`config.mk`:
```
export PLATFORM = sky130hd
export DESIGN_NAME = leftmost_substring_search_flat
export DESIGN_NICKNAME = d
export VERILOG_FILES = /design/src/rtl/lss_pkg.sv /design/src/rtl/lss_req_if.sv /design/src/rtl/lss_rsp_if.sv /design/src/rtl/leftmost_substring_search.sv /design/src/rtl/lss_front.sv /design/src/rtl/lss_back.sv /design/src/flat_wrapper.sv
export SDC_FILE = /design/constraint.sdc
export NUM_CORES = 1
export LEC_CHECK = 0
export ABC_AREA = 1
export ABC_CLOCK_PERIOD_IN_PS = 9900
export BUFFER_PORTS_ARGS = -buffer_cell sky130_fd_sc_hd__buf_2
export CORE_ASPECT_RATIO = 2
export CORE_MARGIN = 4
export CORE_UTILIZATION = 60
export CTS_CLUSTER_DIAMETER = 100
export DETAILED_ROUTE_END_ITERATION = 10
export GPL_TIMING_DRIVEN = 0
export PLACE_DENSITY = 0.75
export SYNTH_ARGS = -nofsm -noshare
export SYNTH_HDL_FRONTEND = slang
export SYNTH_HIERARCHICAL = 1
export SYNTH_SLANG_ARGS = --single-unit
```
`constraint.sdc`:
```
create_clock -name clock -period 9.9 [get_ports clock]
set_input_delay 0.495 -clock clock [delete_from_list [all_inputs] [get_ports clock]]
set_output_delay 0.495 -clock clock [all_outputs]
set_load 0.01 [all_outputs]
```
`src/rtl/lss_pkg.sv`:
```
// Shared types and codes for the leftmost substring search block.
package lss_pkg;

   localparam logic [1:0] KIND_PATTERN = 2'd0;
   localparam logic [1:0] KIND_TEXT    = 2'd1;
   localparam logic [1:0] KIND_END     = 2'd2;

   localparam int unsigned QUEUE_DEPTH = 2;
   localparam int unsigned OUT_BITS    = 16;

   typedef enum logic [1:0] {
      OP_PATTERN,
      OP_TEXT,
      OP_END
   } lss_op_type;

   typedef enum logic {
      ST_IDLE,
      ST_CMP
   } lss_state_type;

   typedef struct packed {
      lss_op_type  op;
      logic [7:0]  data_byte;
   } lss_item_type;

   typedef struct packed {
      logic         valid;
      lss_item_type item;
   } lss_queue_type;

endpackage

```
`src/rtl/lss_req_if.sv`:
```
// Request channel: item kind and data byte with valid/ready.
interface lss_req_if;
   logic       valid;
   logic       ready;
   logic [1:0] kind;
   logic [7:0] data_byte;

   modport source (output valid, output kind, output data_byte, input ready);
   modport sink (input valid, input kind, input data_byte, output ready);
endinterface

```
`src/rtl/lss_rsp_if.sv`:
```
// Response channel: search result with valid/ready.
interface lss_rsp_if;
   logic        valid;
   logic        ready;
   logic        found;
   logic [15:0] match_start;
   logic [15:0] text_length;
   logic        pattern_too_long;

   modport source (output valid, output found, output match_start, output text_length,
                   output pattern_too_long, input ready);
   modport sink (input valid, input found, input match_start, input text_length,
                 input pattern_too_long, output ready);
endinterface

```
`src/rtl/leftmost_substring_search.sv`:
```
// Top level of the leftmost substring search block.
// Leftmost substring search (KMP). Pattern beats (kind 0) are stored and the
// fallback table is built as they arrive; text beats (kind 1) then run through
// the matcher, and an end beat (kind 2) returns one result and clears the block
// for the next search. The front end takes one beat per cycle while its
// two-entry queue has room, and drops kind 3. The back end handles a beat that
// needs no compare (a dropped pattern or text beat, a beat after a match) in
// the idle state alone; a compared pattern or text beat goes on to the compare
// state, where every fallback step is one registered read of the pattern store
// and fallback table. An end beat is taken once the result register is free.
module leftmost_substring_search
   import lss_pkg::*;
#(
   parameter int unsigned MAX_PATTERN   = 64,
   parameter int unsigned POSITION_BITS = 16
) (
   input  logic      clock,
   input  logic      reset,
   lss_req_if.sink   req_ch,
   lss_rsp_if.source rsp_ch
);

   lss_queue_type q_head;
   logic          q_pop;

   lss_front u_front (
      .clock  (clock),
      .reset  (reset),
      .req_ch (req_ch),
      .q_head (q_head),
      .q_pop  (q_pop)
   );

   lss_back #(
      .MAX_PATTERN   (MAX_PATTERN),
      .POSITION_BITS (POSITION_BITS)
   ) u_back (
      .clock  (clock),
      .reset  (reset),
      .q_head (q_head),
      .q_pop  (q_pop),
      .rsp_ch (rsp_ch)
   );

endmodule

```
`src/rtl/lss_front.sv`:
```
// Front end: takes request beats, classifies the kind and queues them.
module lss_front
   import lss_pkg::*;
(
   input  logic          clock,
   input  logic          reset,
   lss_req_if.sink       req_ch,
   output lss_queue_type q_head,
   input  logic          q_pop
);

   lss_item_type q_mem_ff [QUEUE_DEPTH];
   logic         wr_ptr_ff;
   logic         rd_ptr_ff;
   logic [1:0]   fill_ff;
   logic [1:0]   fill_in;
   logic         push;
   lss_item_type item_in;
   logic         pop;

   assign req_ch.ready = (fill_ff != 2'(QUEUE_DEPTH));

   always_comb begin
      item_in.data_byte = req_ch.data_byte;
      item_in.op        = OP_PATTERN;
      push              = 1'b0;
      unique case (req_ch.kind)
         KIND_PATTERN: begin
            item_in.op = OP_PATTERN;
            push       = req_ch.valid && req_ch.ready;
         end
         KIND_TEXT: begin
            item_in.op = OP_TEXT;
            push       = req_ch.valid && req_ch.ready;
         end
         KIND_END: begin
            item_in.op = OP_END;
            push       = req_ch.valid && req_ch.ready;
         end
         default: begin
            push = 1'b0;
         end
      endcase
   end

   assign pop          = q_pop && (fill_ff != 2'd0);
   assign q_head.valid = (fill_ff != 2'd0);
   assign q_head.item  = q_mem_ff[rd_ptr_ff];

   always_comb begin
      fill_in = fill_ff;
      if (push && !pop) begin
         fill_in = fill_ff + 2'd1;
      end else if (pop && !push) begin
         fill_in = fill_ff - 2'd1;
      end
   end

   always_ff @(posedge clock) begin
      if (reset) begin
         wr_ptr_ff <= 1'b0;
         rd_ptr_ff <= 1'b0;
         fill_ff   <= 2'd0;
      end else begin
         fill_ff <= fill_in;
         if (push) begin
            wr_ptr_ff <= ~wr_ptr_ff;
         end
         if (pop) begin
            rd_ptr_ff <= ~rd_ptr_ff;
         end
      end
   end

   always_ff @(posedge clock) begin
      if (push) begin
         q_mem_ff[wr_ptr_ff] <= item_in;
      end
   end

`ifndef SYNTHESIS
   a_fill_bound: assert property (@(posedge clock) disable iff (reset)
      fill_ff <= 2'(QUEUE_DEPTH))
      else $error("queue fill beyond depth");
   a_fill_step: assert property (@(posedge clock) disable iff (reset)
      (push && !pop) |=> (fill_ff == $past(fill_ff) + 2'd1))
      else $error("queue fill did not track a push");
   a_ptr_match: assert property (@(posedge clock) disable iff (reset)
      (fill_ff == 2'd0 || fill_ff == 2'(QUEUE_DEPTH)) |-> (wr_ptr_ff == rd_ptr_ff))
      else $error("queue pointers out of step");
`endif

endmodule

```
`src/rtl/lss_back.sv`:
```
// Back end: pattern store, fallback table build and KMP matcher with result register.
module lss_back
   import lss_pkg::*;
#(
   parameter int unsigned MAX_PATTERN   = 64,
   parameter int unsigned POSITION_BITS = 16
) (
   input  logic          clock,
   input  logic          reset,
   input  lss_queue_type q_head,
   output logic          q_pop,
   lss_rsp_if.source     rsp_ch
);

   localparam int unsigned CNT_W = $clog2(MAX_PATTERN + 1);
   localparam int unsigned IDX_W = (MAX_PATTERN > 1) ? $clog2(MAX_PATTERN) : 1;
   localparam int unsigned SW    = (POSITION_BITS > CNT_W) ? POSITION_BITS : CNT_W;
   localparam int unsigned PW    = (POSITION_BITS > OUT_BITS) ? POSITION_BITS : OUT_BITS;

   logic [7:0]       pstore_mem [MAX_PATTERN];
   logic [IDX_W-1:0] ftab_mem   [MAX_PATTERN];
   logic [7:0]       p_rdata_ff;
   logic [IDX_W-1:0] f_rdata_ff;
   logic [IDX_W-1:0] p_addr;
   logic [IDX_W-1:0] f_addr;
   logic             wr_en;
   logic [IDX_W-1:0] wr_addr;
   logic [7:0]       wr_pdata;
   logic [IDX_W-1:0] wr_fdata;

   lss_state_type state_ff, state_in;
   logic                     is_text_ff, is_text_in;
   logic [7:0]               byte_ff, byte_in;
   logic [IDX_W-1:0]         j_ff, j_in;
   logic [CNT_W-1:0]         lim_ff, lim_in;
   logic [CNT_W-1:0]         count_ff, count_in;
   logic [IDX_W-1:0]         build_ff, build_in;
   logic [IDX_W-1:0]         matched_ff, matched_in;
   logic [POSITION_BITS-1:0] text_ff, text_in;
   logic                     hit_ff, hit_in;
   logic [POSITION_BITS-1:0] hitpos_ff, hitpos_in;
   logic                     ovf_ff, ovf_in;

   logic                rsp_valid_ff, rsp_valid_in;
   logic                rsp_found_ff, rsp_found_in;
   logic [OUT_BITS-1:0] rsp_start_ff, rsp_start_in;
   logic [OUT_BITS-1:0] rsp_len_ff, rsp_len_in;
   logic                rsp_long_ff, rsp_long_in;

   logic             eq;
   logic [CNT_W-1:0] j_ext;
   logic [CNT_W-1:0] j_final;
   logic [SW-1:0]    pos_diff;
   logic [PW-1:0]    start_ext;
   logic [PW-1:0]    len_ext;
   logic             ans_found;

   assign eq        = (p_rdata_ff == byte_ff);
   assign j_ext     = CNT_W'(j_ff);
   assign j_final   = eq ? (j_ext + CNT_W'(1)) : j_ext;
   assign pos_diff  = SW'(text_ff) - SW'(lim_ff);
   assign ans_found = !ovf_ff && ((count_ff == '0) || hit_ff);
   assign start_ext = PW'((!ovf_ff && (count_ff != '0) && hit_ff) ? hitpos_ff : '0);
   assign len_ext   = PW'(text_ff);

   always_comb begin
      state_in     = state_ff;
      is_text_in   = is_text_ff;
      byte_in      = byte_ff;
      j_in         = j_ff;
      lim_in       = lim_ff;
      count_in     = count_ff;
      build_in     = build_ff;
      matched_in   = matched_ff;
      text_in      = text_ff;
      hit_in       = hit_ff;
      hitpos_in    = hitpos_ff;
      ovf_in       = ovf_ff;
      rsp_valid_in = rsp_valid_ff && !rsp_ch.ready;
      rsp_found_in = rsp_found_ff;
      rsp_start_in = rsp_start_ff;
      rsp_len_in   = rsp_len_ff;
      rsp_long_in  = rsp_long_ff;
      q_pop        = 1'b0;
      p_addr       = j_ff;
      f_addr       = j_ff - IDX_W'(1);
      wr_en        = 1'b0;
      wr_addr      = count_ff[IDX_W-1:0];
      wr_pdata     = byte_ff;
      wr_fdata     = '0;
      unique case (state_ff)
         ST_IDLE: begin
            if (q_head.valid) begin
               unique case (q_head.item.op)
                  OP_PATTERN: begin
                     q_pop = 1'b1;
                     if (text_ff != '0) begin
                        q_pop = 1'b1;
                     end else if (count_ff == CNT_W'(MAX_PATTERN)) begin
                        ovf_in = 1'b1;
                     end else if (count_ff == '0) begin
                        wr_en    = 1'b1;
                        wr_addr  = '0;
                        wr_pdata = q_head.item.data_byte;
                        wr_fdata = '0;
                        build_in = '0;
                        count_in = CNT_W'(1);
                     end else begin
                        is_text_in = 1'b0;
                        byte_in    = q_head.item.data_byte;
                        j_in       = build_ff;
                        lim_in     = count_ff;
                        p_addr     = build_ff;
                        f_addr     = build_ff - IDX_W'(1);
                        state_in   = ST_CMP;
                     end
                  end
                  OP_TEXT: begin
                     q_pop = 1'b1;
                     if (!(&text_ff)) begin
                        text_in = text_ff + POSITION_BITS'(1);
                        if (!(hit_ff || ovf_ff || (count_ff == '0))) begin
                           is_text_in = 1'b1;
                           byte_in    = q_head.item.data_byte;
                           j_in       = matched_ff;
                           lim_in     = count_ff;
                           p_addr     = matched_ff;
                           f_addr     = matched_ff - IDX_W'(1);
                           state_in   = ST_CMP;
                        end
                     end
                  end
                  OP_END: begin
                     if (!rsp_valid_ff) begin
                        q_pop        = 1'b1;
                        rsp_valid_in = 1'b1;
                        rsp_found_in = ans_found;
                        rsp_start_in = start_ext[OUT_BITS-1:0];
                        rsp_len_in   = len_ext[OUT_BITS-1:0];
                        rsp_long_in  = ovf_ff;
                        count_in     = '0;
                        build_in     = '0;
                        matched_in   = '0;
                        text_in      = '0;
                        hit_in       = 1'b0;
                        hitpos_in    = '0;
                        ovf_in       = 1'b0;
                     end
                  end
                  default: begin
                     q_pop = 1'b1;
                  end
               endcase
            end
         end
         ST_CMP: begin
            if ((j_ff != '0) && !eq && (j_ext < lim_ff)) begin
               j_in   = f_rdata_ff;
               p_addr = f_rdata_ff;
               f_addr = f_rdata_ff - IDX_W'(1);
            end else begin
               state_in = ST_IDLE;
               if (!is_text_ff) begin
                  wr_en    = 1'b1;
                  wr_addr  = lim_ff[IDX_W-1:0];
                  wr_pdata = byte_ff;
                  wr_fdata = j_final[IDX_W-1:0];
                  build_in = j_final[IDX_W-1:0];
                  count_in = lim_ff + CNT_W'(1);
               end else if (j_final >= lim_ff) begin
                  hit_in     = 1'b1;
                  hitpos_in  = pos_diff[POSITION_BITS-1:0];
                  matched_in = '0;
               end else begin
                  matched_in = j_final[IDX_W-1:0];
               end
            end
         end
         default: begin
            state_in = ST_IDLE;
         end
      endcase
   end

   always_ff @(posedge clock) begin
      if (wr_en) begin
         pstore_mem[wr_addr] <= wr_pdata;
         ftab_mem[wr_addr]   <= wr_fdata;
      end
      p_rdata_ff <= pstore_mem[p_addr];
      f_rdata_ff <= ftab_mem[f_addr];
   end

   always_ff @(posedge clock) begin
      if (reset) begin
         state_ff     <= ST_IDLE;
         count_ff     <= '0;
         build_ff     <= '0;
         matched_ff   <= '0;
         text_ff      <= '0;
         hit_ff       <= 1'b0;
         hitpos_ff    <= '0;
         ovf_ff       <= 1'b0;
         rsp_valid_ff <= 1'b0;
      end else begin
         state_ff     <= state_in;
         count_ff     <= count_in;
         build_ff     <= build_in;
         matched_ff   <= matched_in;
         text_ff      <= text_in;
         hit_ff       <= hit_in;
         hitpos_ff    <= hitpos_in;
         ovf_ff       <= ovf_in;
         rsp_valid_ff <= rsp_valid_in;
      end
   end

   always_ff @(posedge clock) begin
      is_text_ff   <= is_text_in;
      byte_ff      <= byte_in;
      j_ff         <= j_in;
      lim_ff       <= lim_in;
      rsp_found_ff <= rsp_found_in;
      rsp_start_ff <= rsp_start_in;
      rsp_len_ff   <= rsp_len_in;
      rsp_long_ff  <= rsp_long_in;
   end

   assign rsp_ch.valid            = rsp_valid_ff;
   assign rsp_ch.found            = rsp_found_ff;
   assign rsp_ch.match_start      = rsp_start_ff;
   assign rsp_ch.text_length      = rsp_len_ff;
   assign rsp_ch.pattern_too_long = rsp_long_ff;

`ifndef SYNTHESIS
   a_matched_bound: assert property (@(posedge clock) disable iff (reset)
      (matched_ff == '0) || (CNT_W'(matched_ff) < count_ff))
      else $error("matched prefix not below pattern length");
   a_build_bound: assert property (@(posedge clock) disable iff (reset)
      (count_ff == '0) || (CNT_W'(build_ff) < count_ff))
      else $error("build prefix not below pattern length");
   a_cmp_bound: assert property (@(posedge clock) disable iff (reset)
      (state_ff == ST_CMP) |-> (j_ext < lim_ff))
      else $error("fallback index beyond limit");
   a_found_excl: assert property (@(posedge clock) disable iff (reset)
      rsp_valid_ff |-> !(rsp_found_ff && rsp_long_ff))
      else $error("found reported with an oversized pattern");
   a_end_clears: assert property (@(posedge clock) disable iff (reset)
      (!rsp_valid_ff && $past(rsp_valid_ff) == 1'b0 && rsp_valid_in && !$past(reset))
      |=> (count_ff == '0 && text_ff == '0 && !hit_ff && !ovf_ff))
      else $error("search state not cleared after a result");
`endif

endmodule

```
`src/flat_wrapper.sv`:
```
// flat-port wrapper written by rule: the top's interface ports become plain ports
module leftmost_substring_search_flat import lss_pkg::*;
#(
   parameter int unsigned MAX_PATTERN   = 64,
   parameter int unsigned POSITION_BITS = 16
)
  (clock, reset, req_ch_valid, req_ch_kind, req_ch_data_byte, req_ch_ready, rsp_ch_valid, rsp_ch_found, rsp_ch_match_start, rsp_ch_text_length, rsp_ch_pattern_too_long, rsp_ch_ready);
  lss_req_if req_ch_i ();
  lss_rsp_if rsp_ch_i ();
  input  logic clock;
  input  logic reset;
  input wire logic [$bits(req_ch_i.valid)-1:0] req_ch_valid;
  input wire logic [$bits(req_ch_i.kind)-1:0] req_ch_kind;
  input wire logic [$bits(req_ch_i.data_byte)-1:0] req_ch_data_byte;
  output wire logic [$bits(req_ch_i.ready)-1:0] req_ch_ready;
  output wire logic [$bits(rsp_ch_i.valid)-1:0] rsp_ch_valid;
  output wire logic [$bits(rsp_ch_i.found)-1:0] rsp_ch_found;
  output wire logic [$bits(rsp_ch_i.match_start)-1:0] rsp_ch_match_start;
  output wire logic [$bits(rsp_ch_i.text_length)-1:0] rsp_ch_text_length;
  output wire logic [$bits(rsp_ch_i.pattern_too_long)-1:0] rsp_ch_pattern_too_long;
  input wire logic [$bits(rsp_ch_i.ready)-1:0] rsp_ch_ready;
  assign req_ch_i.valid = req_ch_valid;
  assign req_ch_i.kind = req_ch_kind;
  assign req_ch_i.data_byte = req_ch_data_byte;
  assign req_ch_ready = req_ch_i.ready;
  assign rsp_ch_valid = rsp_ch_i.valid;
  assign rsp_ch_found = rsp_ch_i.found;
  assign rsp_ch_match_start = rsp_ch_i.match_start;
  assign rsp_ch_text_length = rsp_ch_i.text_length;
  assign rsp_ch_pattern_too_long = rsp_ch_i.pattern_too_long;
  assign rsp_ch_i.ready = rsp_ch_ready;
  leftmost_substring_search #(.MAX_PATTERN(MAX_PATTERN), .POSITION_BITS(POSITION_BITS)) u_core (.clock(clock), .reset(reset), .req_ch(req_ch_i), .rsp_ch(rsp_ch_i));
endmodule
```
* Yosys cells after proc, flatten, opt, wreduce, memory -nomap -nowiden *
Memory sizes are Yosys's and may differ from the RTL's. A register that Yosys moved wholly into a read port is not among the register bits.
Index checks and enable logic that the tools add are counted.

operators by class
  multiplexer cells = 132
  $lt $le $gt $ge = 2
  reduce and logical (&&, ||, !) cells = 38
  shift operators = 0
  equal/unequal tests = 26
  bitwise logic cells = 4
  div/mod/pow operators = 0
  multipliers = 0
  add/sub/neg operators = 10

operator list
  operator                                                             count
  6-bit two-way mux                                                    35
  16-bit two-way mux                                                   7
  6-bit one-hot mux with 2 select lines                                9
  7-bit two-way mux                                                    13
  8-bit two-way mux                                                    10
  16-bit one-hot mux with 2 select lines                               2
  1-bit two-way mux                                                    42
  7-bit one-hot mux with 2 select lines                                3
  8-bit one-hot mux with 2 select lines                                2
  6-bit by 1-bit subtractor with 6-bit output (second input constant)  4
  2-bit != test (second input constant)                                11
  16-bit by 1-bit adder with 16-bit output (second input constant)     1
  16-bit AND reduction                                                 1
  8-bit AND reduction                                                  2
  16-bit nonzero test                                                  1
  16-bit by 7-bit subtractor with 16-bit output                        1
  3-bit != test (second input constant)                                4
  1-bit one-hot mux with 2 select lines                                6
  6-bit AND reduction                                                  2
  1-bit logical AND                                                    10
  5-bit AND reduction                                                  2
  2-bit nonzero test                                                   5
  8-bit == test                                                        1
  2-bit by 1-bit != test with 1-bit output (second input constant)     4
  other kinds (21)                                                     34

storage, ports and cells
  bits in latches = 0
  memory bits (read-only) = 0
  bits in registers = 115
  output and inout bits = 36
  input port bits = 14
  bits in writable memories = 916
  memories = 3

memories
  memory                    depth  bits a word  rd ports  clocked after Yosys merged registers in  wr ports  line             RTL
  u_core.u_back.pstore_mem  64     8            1         1                                        1         lss_back.sv:20   logic [7:0] pstore_mem [MAX_PATTERN];
  u_core.u_back.ftab_mem    64     6            1         1                                        1         lss_back.sv:21   logic [IDX_W-1:0] ftab_mem [MAX_PATTERN];
  u_core.u_front.q_mem_ff   2      10           1         1                                        1         lss_front.sv:12  lss_item_type q_mem_ff [QUEUE_DEPTH];

* Longest topological paths before layout *
  word-level depth = 9
  depth in mapped cells = 23

* Modules after synthesis *
Netlist, hierarchy kept.

by module, submodules not included
  module     cells each  area each (µm²)  instances
  lss_back   4361        46219.3          1
  lss_front  73          1013.5           1

* Worst setup path before layout *
Ideal clock, no wire load.

  kind = register -> register
  start = register with a tool-made name
  end = memory u_core.u_back.pstore_mem[0][0] (data pin)
  setup time = 0.702 ns
  buffers on the path = 1
  data arrival time = 4.131 ns
  stages on the path, launching flop included = 10
  setup slack = 5.067 ns
  clock period less this slack = 4.833 ns
  path through = dfxtp_1 > buf_4 > mux2_2 > inv_1 > ha_1 > inv_1 > nor2_1 > nand2_1 > clkinv_1 > o21ai_0

RTL lines
  item           line
  end, declared  lss_back.sv:20

==> flow_metrics.tcl <==
set metrics [dict create \
    slew_headroom_pct 3.45 \
    rsz0062_at_grt "false" \
    coreArea_sq_um 78000 \
    cp.required_ns 10.45 \
    grt_pass1_vias 34039 \
    ant_nets 0 \
    synth_cell_types 48 \
    yosys-top-cells-area "edfxtp_1 61%, nand3_1 10%, nand2_1 5.9%" \
    p_leak_nw 20.9 \
    netlist_area_sq_um 47200 \
    totalPowerFinal_mw 19.1 \
    initial_core_util_pct 60.5 \
    arrival_ns 5.55 \
    hp-class "input port to register" \
    cts_resized 0 \
    netlist.area_leader.share_pct 61.4 \
    rows 145 \
    multiInputGateArea_sq_um 13100 \
    dieArea_sq_um 83500 \
    cts_buffer_depth 3 \
    vias 34907 \
    p_per_area_nw_per_um2 361 \
    peakVddDrop_mv 0.226 \
    die-width_um 206 \
    yosys.area_share.xor_xnor_pct 0.501 \
    cts_tree "built" \
    gr-total-overflow 0 \
    yosys_register_bits 1046 \
    synth_flop_cell "edfxtp_1" \
    place_congestion 1.00 \
    setup_viol 0 \
    cp_max_fo 10 \
    register_area_sq_um 30600 \
    h-tree-depth 3 \
    synth_edf_count 966 \
    start_kind "register" \
    end_kind "register" \
    synthArstFlopShare_pct 0 \
    muxShareOfSynthArea_pct 0.238 \
    synth_fa_ha_area_share_pct 0.890 \
    dieHeight_um 405 \
    num-fill-cells 5725 \
    max-cap-violations 0 \
    num_io_pins 50 \
    routed_via_density 6.08 \
    drc 0 \
    avgSynthCellArea_sq_um 10.7 \
    clock_skew_ns 0.0206 \
    wl_um 149000 \
    syn2layout_area_growth_pct 11.9 \
    synth_top_family_by_area "simple AND/OR/NAND/NOR gates" \
    grt.total_usage_pct 35.5 \
    synth_compound_area_share_pct 1.89 \
    crit_type "register to register" \
    ys_seq_area_share_pct 64.8 \
    wl_per_cell_um 25.9 \
    hpwl_um 107000 \
    post-route-period-util_pct 50.5 \
    synth-simple-area-share_pct 23.7 \
    synth_nets 4481 \
    clk_pin_slew_worst_paths_ns 0.07 \
    slew_viol_final 0 \
    hp-start "rsp_ch_ready" \
    fin_crit_ns 5.00 \
    dr.pass1.iters 6 \
    cts_made_buffers 87 \
    grt_max_degree 65 \
    antenna_found_initial 1 \
    hold_viol_final 0 \
    fmax_ghz 0.200 \
    port_buffers 49 \
    worstSkewPairLatency_ns 0.68 \
    drive_gt1_share_pct 12.0 \
    syn_inst 4434 \
    outcome "completed" \
    tns_ns 0 \
    synth_top_cells_by_count "967 x nand3_1, 966 x edfxtp_1, 740 x nand2_1, 624 x inv_1, 329 x nand3b_1" \
    nNetsFinal 4686 \
    cts_root_buffer "clkbuf_16" \
    tightest_slew_ns 1.44 \
    cts_setup_buffers 0 \
    initialDrtViolationCount 4314 \
    grt_pass1_wl_um 214000 \
    synth_area_leader_cell "edfxtp_1" \
    yosys_warnings 6 \
    yosysMostFrequentCell "nand3_1" \
    hold_ws_ns 0.0661 \
    clock-sinks 1046 \
]
layout by cell type (no fill, tap or decap), drive strengths merged, types with 13 or more instances in the layout:
master  count
nand4      13
clkinv     40
nand2     757
nand3b    329
inv       641
edfxtp    966
dfxtp      80
or2        13
o21ai      55
nand3     972
ha         32
a21oi      68
nor2      170
clkbuf    166
xor2       17
buf       300
nor3       17
what timing repair did:
action,in CTS,in global routing
hold buffers,8,0
endpoints found under the hold margin,16,0
setup endpoints to repair,0,0
path summary, 6_finish.rpt:
path	cells after the start	to	slack, ns
setup reg to reg	16	u_core/u_back/p_rdata_ff[1]$_DFF_P_	4.90
setup / recovery	16	u_core/u_back/p_rdata_ff[1]$_DFF_P_	4.90
hold / removal	4	u_core/u_back/rsp_ch.valid$_SDFF_PP0_	0.07
hold reg to reg	0	u_core/u_back/lim_ff[6]$_DFFE_PP_	0.44
logic make-up (layout without fill, tap and decap cells):
kind of cell	after synthesis	after routing
AOI/OAI and AO/OA	158	158
xor gates and xnor gates	27	27
adders and majority gates	33	33
buffers and inverters	888	1164
DFF	1046	1046
muxes	10	10
other	0	1
and+or+nand+nor	2272	2272
critical path, cell delays in order (launching register included):
cell     delay (ns)
dfxtp_1        0.31
buf_4          0.18
mux2_2         0.41
inv_1          0.10
ha_1           0.37
inv_1          0.17
a21oi_1        0.29
nand3_1        0.26
inv_2          0.18
o21ai_0        0.09
o21ai_1        1.03
inv_1          0.40
buf_2          0.33
nand3_1        0.14
nand3_1        0.19
nand3_1        0.27
nand2_1        0.14
routing by layer:
layer  track usage [%]  vias up  part of all wire [%]
met4              29.3        0                    11
met1              37.2    16543                    30
met5                 0        -                     0
met2              61.0     2158                    50
met3              6.29      685                   8.5
li1                  -    15521                     -
through the flow:
step,instance area (sq um),utilization [%],std cells,setup WS [ns]
after global routing,52900,67.8,5739,4.69
final,52900,67.8,5740,4.90
after detailed placement,50000,64.0,5571,5.05
after floorplan,47200,-,4434,5.07
after global placement,48800,62.5,5512,0.105
after CTS,52900,67.8,5739,5.03
state kept, by name, indices dropped and copies added (netlist names), 7 cells and up, named ones only:
name and count:
u_core/u_back/count_ff 7, u_core/u_back/byte_ff 8, u_core/u_back/len_ext 16, u_core/u_back/ftab_mem 384, u_core/u_back/lim_ff 7, u_core/u_back/hitpos_ff 16, u_core/u_front/q_mem_ff 20, u_core/u_back/rsp_ch.match_start 16
u_core/u_back/pstore_mem 512, u_core/u_back/p_rdata_ff 8, u_core/u_back/rsp_ch.text_length 16
cell type report:
cell class                 count  share of cell area [%]
buffer                       245                    2.52
clock inverter                47                   0.771
inverter                     643                    4.57
timing repair buffer         116                    2.36
antenna                        1                 0.00473
sequential                  1046                    57.9
clock buffer                 113                    4.58
tap                         1029                    2.44
multi-input combinational   2500                    24.9
report_power, final:
part           internal, mW  switching [mW]
clock network          1.89            1.56
registers              5.35           0.116
logic                  2.77            7.42
No activity file was read; power rests on OpenSTA's default activity.
